File: config.mk
export PLATFORM = sky130hd
export DESIGN_NAME = joint_pid_torque_core
export DESIGN_NICKNAME = d
export VERILOG_FILES = /design/src/rtl/core/jpt_pkg.sv /design/src/rtl/core/jpt_front.sv /design/src/rtl/core/jpt_queue.sv /design/src/rtl/core/jpt_back.sv /design/src/rtl/core/joint_pid_torque_core.sv
export SDC_FILE = /design/constraint.sdc
export NUM_CORES = 2
export LEC_CHECK = 0
export BUFFER_PORTS_ARGS = -buffer_cell sky130_fd_sc_hd__buf_2
export CAP_MARGIN = 0
export CORE_MARGIN = 1.5
export CORE_UTILIZATION = 45
export CTS_BUF_LIST = sky130_fd_sc_hd__clkbuf_16
export DETAILED_ROUTE_END_ITERATION = 7
export PLACE_DENSITY_LB_ADDON = 0.12
export SLEW_MARGIN = 40
export SYNTH_ARGS = -nofsm -noshare
export SYNTH_HDL_FRONTEND = slang
export SYNTH_HIERARCHICAL = 1
export SYNTH_SLANG_ARGS = --single-unit
File: constraint.sdc
create_clock -name clk -period 36 [get_ports clk]
set_clock_uncertainty 0.15 [all_clocks]
set_input_delay 1.8 -clock clk [delete_from_list [all_inputs] [get_ports clk]]
set_output_delay 1.8 -clock clk [all_outputs]
set_load 0.005 [all_outputs]
File: src/rtl/core/jpt_pkg.sv
// shared types, constants and codes of the joint pid torque core
package jpt_pkg;

	localparam int JointCount   = 6;
	localparam int JointW       = 3;
	localparam int DataW        = 32;
	localparam int DtW          = 16;
	localparam int LimitW       = 31;
	localparam int CfgIdxW      = 3;
	localparam int QueueDepth   = 2;
	localparam int AccW         = 52;

	localparam logic [DataW-1:0]  PropGainRst      = 32'd3276800;
	localparam logic [DataW-1:0]  DerivGainRst     = 32'd655360;
	localparam logic [DataW-1:0]  IntegGainRst     = 32'd0;
	localparam logic [LimitW-1:0] TorqueLimitRst   = 31'd7864320;
	localparam logic [LimitW-1:0] IntegralLimitRst = 31'd327680;
	localparam logic [DtW-1:0]    DefaultPeriodRst = 16'd262;

	typedef struct packed {
		logic [JointW-1:0]       joint_index;
		logic signed [DataW-1:0] position;
		logic signed [DataW-1:0] velocity;
		logic signed [DataW-1:0] ref_position;
		logic signed [DataW-1:0] ref_velocity;
		logic [DtW-1:0]          elapsed_time;
	} sample_t;

	typedef struct packed {
		logic [JointW-1:0]       joint_out;
		logic signed [DataW-1:0] torque;
	} result_t;

	// one queued request: saturated errors and the effective period
	typedef struct packed {
		logic [JointW-1:0]       joint;
		logic signed [DataW-1:0] pos_err;
		logic signed [DataW-1:0] vel_err;
		logic [DtW-1:0]          dt;
	} cmd_t;

	typedef struct packed {
		logic [DataW-1:0]  prop_gain;
		logic [DataW-1:0]  deriv_gain;
		logic [DataW-1:0]  integ_gain;
		logic [LimitW-1:0] torque_limit;
		logic [LimitW-1:0] integral_limit;
	} gains_t;

	typedef enum logic [CfgIdxW-1:0] {
		REG_PROP_GAIN      = 3'd0,
		REG_DERIV_GAIN     = 3'd1,
		REG_INTEG_GAIN     = 3'd2,
		REG_TORQUE_LIMIT   = 3'd3,
		REG_INTEGRAL_LIMIT = 3'd4,
		REG_DEFAULT_PERIOD = 3'd5
	} cfg_reg_t;

	typedef enum logic [2:0] {
		ST_IDLE,
		ST_MUL_DT,
		ST_INTEG,
		ST_ACC_P,
		ST_ACC_D,
		ST_ACC_I,
		ST_FINISH
	} back_state_t;

endpackage

File: src/rtl/core/jpt_front.sv
// front end: takes samples, drops bad joints, forms saturated errors and the period
module jpt_front import jpt_pkg::*; #(
	parameter int JOINT_COUNT = JointCount
) (
	input  logic           sample_valid,
	output logic           sample_stall,
	input  sample_t        sample,
	input  logic [DtW-1:0] default_period,
	input  logic           queue_full,
	output logic           push,
	output cmd_t           cmd
);

	function automatic logic signed [DataW-1:0] sat_diff(
		input logic signed [DataW-1:0] a,
		input logic signed [DataW-1:0] b
	);
		logic signed [DataW:0] d;
		d = {a[DataW-1], a} - {b[DataW-1], b};
		if (d[DataW] != d[DataW-1]) begin
			sat_diff = d[DataW] ? {1'b1, {(DataW-1){1'b0}}} : {1'b0, {(DataW-1){1'b1}}};
		end else begin
			sat_diff = d[DataW-1:0];
		end
	endfunction

	logic joint_ok;

	assign joint_ok     = int'(sample.joint_index) < JOINT_COUNT;
	assign sample_stall = queue_full;
	// out of range joints are taken and dropped
	assign push         = sample_valid && !queue_full && joint_ok;

	always_comb begin
		cmd.joint   = sample.joint_index;
		cmd.pos_err = sat_diff(sample.ref_position, sample.position);
		cmd.vel_err = sat_diff(sample.ref_velocity, sample.velocity);
		cmd.dt      = (sample.elapsed_time == '0) ? default_period : sample.elapsed_time;
	end

endmodule

File: src/rtl/core/jpt_queue.sv
// short request queue between front and back
module jpt_queue import jpt_pkg::*; (
	input  logic clk,
	input  logic arst_n,
	input  logic push,
	input  cmd_t cmd_in,
	input  logic pop,
	output logic full,
	output logic not_empty,
	output cmd_t cmd_out
);

	localparam int PtrW = (QueueDepth > 1) ? $clog2(QueueDepth) : 1;
	localparam int CntW = $clog2(QueueDepth + 1);

	cmd_t            entry_q [QueueDepth];
	logic [PtrW-1:0] wr_ptr_q;
	logic [PtrW-1:0] rd_ptr_q;
	logic [CntW-1:0] count_q;

	function automatic logic [PtrW-1:0] ptr_inc(input logic [PtrW-1:0] p);
		ptr_inc = (p == PtrW'(QueueDepth - 1)) ? '0 : p + 1'b1;
	endfunction

	assign full      = count_q == CntW'(QueueDepth);
	assign not_empty = count_q != '0;
	assign cmd_out   = entry_q[rd_ptr_q];

	always_ff @(posedge clk) begin
		if (push) begin
			entry_q[wr_ptr_q] <= cmd_in;
		end
	end

	always_ff @(posedge clk or negedge arst_n) begin
		if (!arst_n) begin
			wr_ptr_q <= '0;
			rd_ptr_q <= '0;
			count_q  <= '0;
		end else begin
			if (push) begin
				wr_ptr_q <= ptr_inc(wr_ptr_q);
			end
			if (pop) begin
				rd_ptr_q <= ptr_inc(rd_ptr_q);
			end
			if (push && !pop) begin
				count_q <= count_q + 1'b1;
			end else if (pop && !push) begin
				count_q <= count_q - 1'b1;
			end
		end
	end

endmodule

File: src/rtl/core/jpt_back.sv
// back end: integral update and torque sum on one shared 32x32 multiplier
module jpt_back import jpt_pkg::*; #(
	parameter int JOINT_COUNT = JointCount
) (
	input  logic    clk,
	input  logic    arst_n,
	input  gains_t  gains,
	input  logic    q_valid,
	input  cmd_t    q_cmd,
	output logic    q_pop,
	output logic    result_valid,
	input  logic    result_stall,
	output result_t result
);

	localparam int IntegDepth = (JOINT_COUNT < (1 << JointW)) ? JOINT_COUNT : (1 << JointW);
	localparam int IdxW       = (IntegDepth > 1) ? $clog2(IntegDepth) : 1;
	localparam int SumW       = DataW + 2;

	back_state_t state_q, state_d;

	logic signed [DataW-1:0] integ_mem [IntegDepth];

	logic [JointW-1:0]       joint_q;
	logic [DataW-1:0]        e_mag_q;
	logic                    e_neg_q;
	logic [DataW-1:0]        ed_mag_q;
	logic                    ed_neg_q;
	logic [DtW-1:0]          dt_q;
	logic signed [DataW-1:0] integ_q;
	logic [2*DataW-1:0]      prod_q;
	logic                    prod_neg_q;
	logic signed [AccW-1:0]  acc_q;
	logic                    result_valid_q;
	result_t                 result_q;

	logic                    res_load;
	logic                    integ_we;
	logic [DataW-1:0]        mul_a;
	logic [DataW-1:0]        mul_b;
	logic                    mul_neg;

	logic signed [AccW-1:0]  term_mag;
	logic signed [AccW-1:0]  term;
	logic signed [AccW-1:0]  acc_sum;
	logic signed [SumW-1:0]  integ_sum;
	logic signed [SumW-1:0]  integ_lim;
	logic signed [DataW-1:0] integ_new;
	logic signed [AccW-1:0]  tq_lim;
	logic signed [DataW-1:0] torque_sat;
	logic [DataW-1:0]        integ_mag;

	// next state
	always_comb begin
		state_d = state_q;
		case (state_q)
			ST_IDLE:   if (q_valid) state_d = ST_MUL_DT;
			ST_MUL_DT: state_d = ST_INTEG;
			ST_INTEG:  state_d = ST_ACC_P;
			ST_ACC_P:  state_d = ST_ACC_D;
			ST_ACC_D:  state_d = ST_ACC_I;
			ST_ACC_I:  state_d = ST_FINISH;
			ST_FINISH: if (!result_valid_q || !result_stall) state_d = ST_IDLE;
			default:   state_d = ST_IDLE;
		endcase
	end

	assign integ_mag = integ_q[DataW-1] ? DataW'(-integ_q) : DataW'(integ_q);

	// state outputs: multiplier operands and strobes
	always_comb begin
		q_pop    = 1'b0;
		integ_we = 1'b0;
		res_load = 1'b0;
		mul_a    = '0;
		mul_b    = '0;
		mul_neg  = 1'b0;
		case (state_q)
			ST_IDLE: begin
				q_pop = q_valid;
			end
			ST_MUL_DT: begin
				mul_a   = e_mag_q;
				mul_b   = {{(DataW-DtW){1'b0}}, dt_q};
				mul_neg = e_neg_q;
			end
			ST_INTEG: begin
				integ_we = 1'b1;
				mul_a    = e_mag_q;
				mul_b    = gains.prop_gain;
				mul_neg  = e_neg_q;
			end
			ST_ACC_P: begin
				mul_a   = ed_mag_q;
				mul_b   = gains.deriv_gain;
				mul_neg = ed_neg_q;
			end
			ST_ACC_D: begin
				mul_a   = integ_mag;
				mul_b   = gains.integ_gain;
				mul_neg = integ_q[DataW-1];
			end
			ST_FINISH: begin
				res_load = !result_valid_q || !result_stall;
			end
			default: begin
				q_pop = 1'b0;
			end
		endcase
	end

	// product of the previous cycle, truncated toward zero at 16 fraction bits
	assign term_mag = $signed({{(AccW-48){1'b0}}, prod_q[2*DataW-1:16]});
	assign term     = prod_neg_q ? -term_mag : term_mag;
	assign acc_sum  = acc_q + term;

	always_comb begin
		integ_sum = {{2{integ_mem[joint_q[IdxW-1:0]][DataW-1]}},
			integ_mem[joint_q[IdxW-1:0]]} + term[SumW-1:0];
		integ_lim = $signed({{(SumW-LimitW){1'b0}}, gains.integral_limit});
		if (integ_sum > integ_lim) begin
			integ_new = integ_lim[DataW-1:0];
		end else if (integ_sum < -integ_lim) begin
			integ_new = DataW'(-integ_lim);
		end else begin
			integ_new = integ_sum[DataW-1:0];
		end
	end

	always_comb begin
		tq_lim = $signed({{(AccW-LimitW){1'b0}}, gains.torque_limit});
		if (acc_q > tq_lim) begin
			torque_sat = tq_lim[DataW-1:0];
		end else if (acc_q < -tq_lim) begin
			torque_sat = DataW'(-tq_lim);
		end else begin
			torque_sat = acc_q[DataW-1:0];
		end
	end

	always_ff @(posedge clk or negedge arst_n) begin
		if (!arst_n) begin
			state_q        <= ST_IDLE;
			result_valid_q <= 1'b0;
			for (int i = 0; i < IntegDepth; i++) begin
				integ_mem[i] <= '0;
			end
		end else begin
			state_q <= state_d;
			if (res_load) begin
				result_valid_q <= 1'b1;
			end else if (!result_stall) begin
				result_valid_q <= 1'b0;
			end
			if (integ_we) begin
				integ_mem[joint_q[IdxW-1:0]] <= integ_new;
			end
		end
	end

	always_ff @(posedge clk) begin
		prod_q     <= mul_a * mul_b;
		prod_neg_q <= mul_neg;
		if (q_pop) begin
			joint_q  <= q_cmd.joint;
			e_neg_q  <= q_cmd.pos_err[DataW-1];
			e_mag_q  <= q_cmd.pos_err[DataW-1] ? DataW'(-q_cmd.pos_err) : DataW'(q_cmd.pos_err);
			ed_neg_q <= q_cmd.vel_err[DataW-1];
			ed_mag_q <= q_cmd.vel_err[DataW-1] ? DataW'(-q_cmd.vel_err) : DataW'(q_cmd.vel_err);
			dt_q     <= q_cmd.dt;
		end
		if (integ_we) begin
			integ_q <= integ_new;
		end
		case (state_q)
			ST_ACC_P: acc_q <= term;
			ST_ACC_D: acc_q <= acc_sum;
			ST_ACC_I: acc_q <= acc_sum;
			default:  acc_q <= acc_q;
		endcase
		if (res_load) begin
			result_q.joint_out <= joint_q;
			result_q.torque    <= torque_sat;
		end
	end

	assign result_valid = result_valid_q;
	assign result       = result_q;

endmodule

File: src/rtl/core/joint_pid_torque_core.sv
// per-joint pid torque core: register bank, front end, request queue and back end
// a sample passes the queue and back end states idle (pop), mul_dt, integ (integral
// update), acc_p, acc_d, acc_i and finish (clamp); a new sample is popped only after
//   the last finishes, as four products share a single 32x32 multiplier
// the front end takes samples every cycle until the 2-entry queue fills
// reset clears the gains to defaults and every joint integral to zero at once
module joint_pid_torque_core import jpt_pkg::*; #(
	parameter int JOINT_COUNT = JointCount
) (
	input  logic               clk,
	input  logic               arst_n,
	input  logic               cfg_wr_en,
	input  logic [CfgIdxW-1:0] cfg_index,
	input  logic [DataW-1:0]   cfg_wdata,
	input  logic               sample_valid,
	output logic               sample_stall,
	input  sample_t            sample,
	output logic               result_valid,
	input  logic               result_stall,
	output result_t            result
);

	gains_t         gains_q;
	logic [DtW-1:0] default_period_q;

	logic push;
	logic pop;
	logic queue_full;
	logic queue_not_empty;
	cmd_t cmd_front;
	cmd_t cmd_back;

	always_ff @(posedge clk or negedge arst_n) begin
		if (!arst_n) begin
			gains_q.prop_gain      <= PropGainRst;
			gains_q.deriv_gain     <= DerivGainRst;
			gains_q.integ_gain     <= IntegGainRst;
			gains_q.torque_limit   <= TorqueLimitRst;
			gains_q.integral_limit <= IntegralLimitRst;
			default_period_q       <= DefaultPeriodRst;
		end else if (cfg_wr_en) begin
			case (cfg_reg_t'(cfg_index))
				REG_PROP_GAIN:      gains_q.prop_gain      <= cfg_wdata;
				REG_DERIV_GAIN:     gains_q.deriv_gain     <= cfg_wdata;
				REG_INTEG_GAIN:     gains_q.integ_gain     <= cfg_wdata;
				REG_TORQUE_LIMIT:   gains_q.torque_limit   <= cfg_wdata[LimitW-1:0];
				REG_INTEGRAL_LIMIT: gains_q.integral_limit <= cfg_wdata[LimitW-1:0];
				REG_DEFAULT_PERIOD: default_period_q       <= cfg_wdata[DtW-1:0];
				default:            default_period_q       <= default_period_q;
			endcase
		end
	end

	jpt_front #(
		.JOINT_COUNT(JOINT_COUNT)
	) u_front (
		.sample_valid  (sample_valid),
		.sample_stall  (sample_stall),
		.sample        (sample),
		.default_period(default_period_q),
		.queue_full    (queue_full),
		.push          (push),
		.cmd           (cmd_front)
	);

	jpt_queue u_queue (
		.clk      (clk),
		.arst_n   (arst_n),
		.push     (push),
		.cmd_in   (cmd_front),
		.pop      (pop),
		.full     (queue_full),
		.not_empty(queue_not_empty),
		.cmd_out  (cmd_back)
	);

	jpt_back #(
		.JOINT_COUNT(JOINT_COUNT)
	) u_back (
		.clk         (clk),
		.arst_n      (arst_n),
		.gains       (gains_q),
		.q_valid     (queue_not_empty),
		.q_cmd       (cmd_back),
		.q_pop       (pop),
		.result_valid(result_valid),
		.result_stall(result_stall),
		.result      (result)
	);

endmodule

==> metrics.yaml <==
grt:
  grt_pass1_wl_um: 406000
  antenna_found_initial: 14
  grt_overflow: 0
  grt_max_degree: 103
  grtUsageTotal_pct: 30.0
  grt_pass1_vias: 63000
logic_synthesis:
  syn_avg_cell_area_um2: 9.63
  synth_async_sr_flop_share_pct: 47.2
  netlist_area_mm2: 0.0810
  syn_nets: 10100
  synth-compound-area-share_pct: 12.7
  synthCells: 8415
  muxShareOfSynthArea_pct: 6.03
  synthDominantCellAreaShare_pct: 22.2
  synth_xor_area_share_pct: 3.99
  synth_cell_types: 113
  ys_warn_count: 6
  synth-simple-area-share_pct: 11.9
  yosysTopAreaCell: "fa_1"
  synth_edf_count: 370
  yosysSeqAreaShare_pct: 26.5
  synthAdderAreaFrac_pct: 30.9
  synth_top_family_by_area: "adder cells"
  ys_seq_elements: 793
  ys_top_cells_by_area: "fa_1, edfxtp_1, dfrtp_1"
  ys.flop_type: "edfxtp_1"
sta:
  max-slew-margin-rel_pct: 34.8
  max_freq_mhz: 88.6
  tightest_slew_ns: 0.971
  setup_viol: 0
  min_period_over_period_pct: 31.3
  setup_tns_ns: 0
  drv_slew: 0
  fin_crit_ns: 11.28
  rsz0062_at_grt: "no"
  hold_violations: 0
critical_path:
  critPathArrivalTime_ns: 11.73
  cp-start-kind: "register"
  cp_max_fo: 58
  worstSetupPathType: "register to register"
  cpMostUsedCell: "fa_1"
  required_ns: 36.44
  cpMaxStageDelayCell: "dfrtp_2"
  r2r_cells: 31
  max_stage_delay_ns: 0.89
  crit_path_end_kind: "register"
placed_design:
  place_inst: 10700
  dp.final_hpwl_um: 208000
  gp_congestion: 0.993
  numPortBuffers: 223
clocking:
  numCtsBuffers: 89
  postCtsHoldBufs: 0
  cts_resized: 0
  clkTransAtPathRegs_ns: 0.06
  tritoncts: "yes"
  cts_max_path_buffers: 3
  post_cts_buffers: 0
  clock_sinks: 793
  worstSkewPairLatency_ns: 0.72
  htree_levels: 3
  cts_root_buffer: "clkbuf_16"
worst_hold_path:
  whs_path_depth: 2
  min_path_type: "register to register"
floorplan:
  fp.dieH_um: 427
  io-pin-count: 224
  initial_utilization_pct: 45.4
  rows: 155
  core_mm2: 0.179
  dieArea_mm2: 0.183
  fp.dieW_um: 427
flow_run:
  cap_violations: 0
routing:
  met3_length_um: 19200
  routed-via-count: 62700
  wl_per_cell_um: 25.1
  wl_met2_um: 125000
  met1_length_um: 117000
  top_layer_used: "met5"
  dr.first_iter.drc_count: 5036
  dr.pass1.iters: 6
  antenna_left: 0
  remaining_drc_errors: 0
  drt-total-wl_um: 274000
  avgViaCountPerCell: 5.75
layout:
  final_cells: 10900
  layout_commonest_cell: "inv_1"
  mostFrequentLayoutCells: "inv_1, nand2_1, fa_1"
  drive_gt1_share_pct: 11.9
  nets: 10100
  syn_to_final_growth_pct: 8.53
outcome:
  status: "finished clean"
==> per-stage QoR <==
step / area (µm²) / setup WS, ns / util, % / hold slack [ns]
5_1_grt: 87900 / 24.19 / 49.2 / 0.352
4_1_cts: 87800 / 24.87 / 49.2 / 0.328
3_5_place_dp: 84900 / 24.92 / 47.5 / 0.314
2_1_floorplan: 81000 / 24.34 / - / 0.274
6_report: 87900 / 24.72 / 49.2 / 0.326
3_3_place_gp: 84700 / 24.69 / 47.4 / 0.309
==> layer usage <==
layer | global-route usage, % | up-vias
met4 | 12.3 | 6
met5 | 0 | -
met2 | 47.6 | 2267
met3 | 4.85 | 506
li1 | - | 28200
met1 | 40.7 | 31700
==> sequential cells by signal, summed over array words and instances, names as in the netlist, 32 cells and up <==
name,cells
u_back/e_mag_q,32
u_back/acc_q,52
u_back/integ_q,32
gains_q,158
u_back/prod_q,48
u_back/integ_mem,192
u_queue/entry_q,166
u_back/ed_mag_q,32
u_back/result,35
==> cells in the mapped netlist (61+ instances only) <==
cell / number
nand4_1: 72
xor2_1: 117
mux2i_1: 73
dfrtp_1: 360
o21a_1: 68
ha_1: 561
o21ai_0: 295
xnor2_1: 250
nor3_1: 70
mux2_4: 90
o21ai_1: 148
o22ai_1: 68
mux2_2: 222
o31ai_1: 61
a21oi_1: 278
inv_1: 1217
nor2_1: 741
clkbuf_1: 349
fa_1: 899
a21o_1: 180
edfxtp_1: 370
nand2_1: 935
==> worst max-delay path: cells and delay by family, from the launching register on <==
| family | cells | cell delay, ns |
|---|---|---|
| AO/OA/AOI/OAI | 8 | 2.74 |
| XOR/XNOR | 1 | 0.16 |
| adder cells (fa/ha/maj) | 9 | 4.29 |
| AND/OR/NAND/NOR | 6 | 1.60 |
| buffers and inverters | 7 | 1.28 |
| flip-flops | 1 | 0.89 |
==> layout make-up <==
class / count / area [µm²]
diodes: 9 / 22.5
clock buffers: 92 / 2300
repair buffers: 374 / 2370
multi-input cells: 5979 / 53600
fillers: 16700 / 90700
clock inverters: 75 / 626
inverters: 1218 / 4570
well taps: 2355 / 2950
flip-flops and latches: 793 / 21500
==> path summary, 6_finish.rpt <==
path                                              end                  start  slack [ns]
worst max-delay path                u_back/prod_q[57]      u_back/state_q[1]       24.72
worst min-delay path            u_back/integ_mem[159]  u_back/integ_mem[159]        0.33
worst max register to register      u_back/prod_q[57]      u_back/state_q[1]       24.72
worst min register to register  u_back/integ_mem[159]  u_back/integ_mem[159]        0.33
max in group asynchronous                 gains_q[92]                 arst_n       32.87
min in group asynchronous        u_back/integ_mem[75]                 arst_n        0.90
==> logic make-up (layout without fill, tap and decap cells) <==
logic type / Yosys count / in the layout
simple gates: 2205 / 2205
buf+inv: 1643 / 1759
compound gates: 1541 / 1541
fa+ha+maj: 1463 / 1463
flops: 793 / 793
mux: 402 / 402
xor+xnor: 368 / 368
other cells: 0 / 9
Power is left out: the tool's default activity adds up to more than one toggle a clock period on the data nets, which glitch-free logic cannot reach.
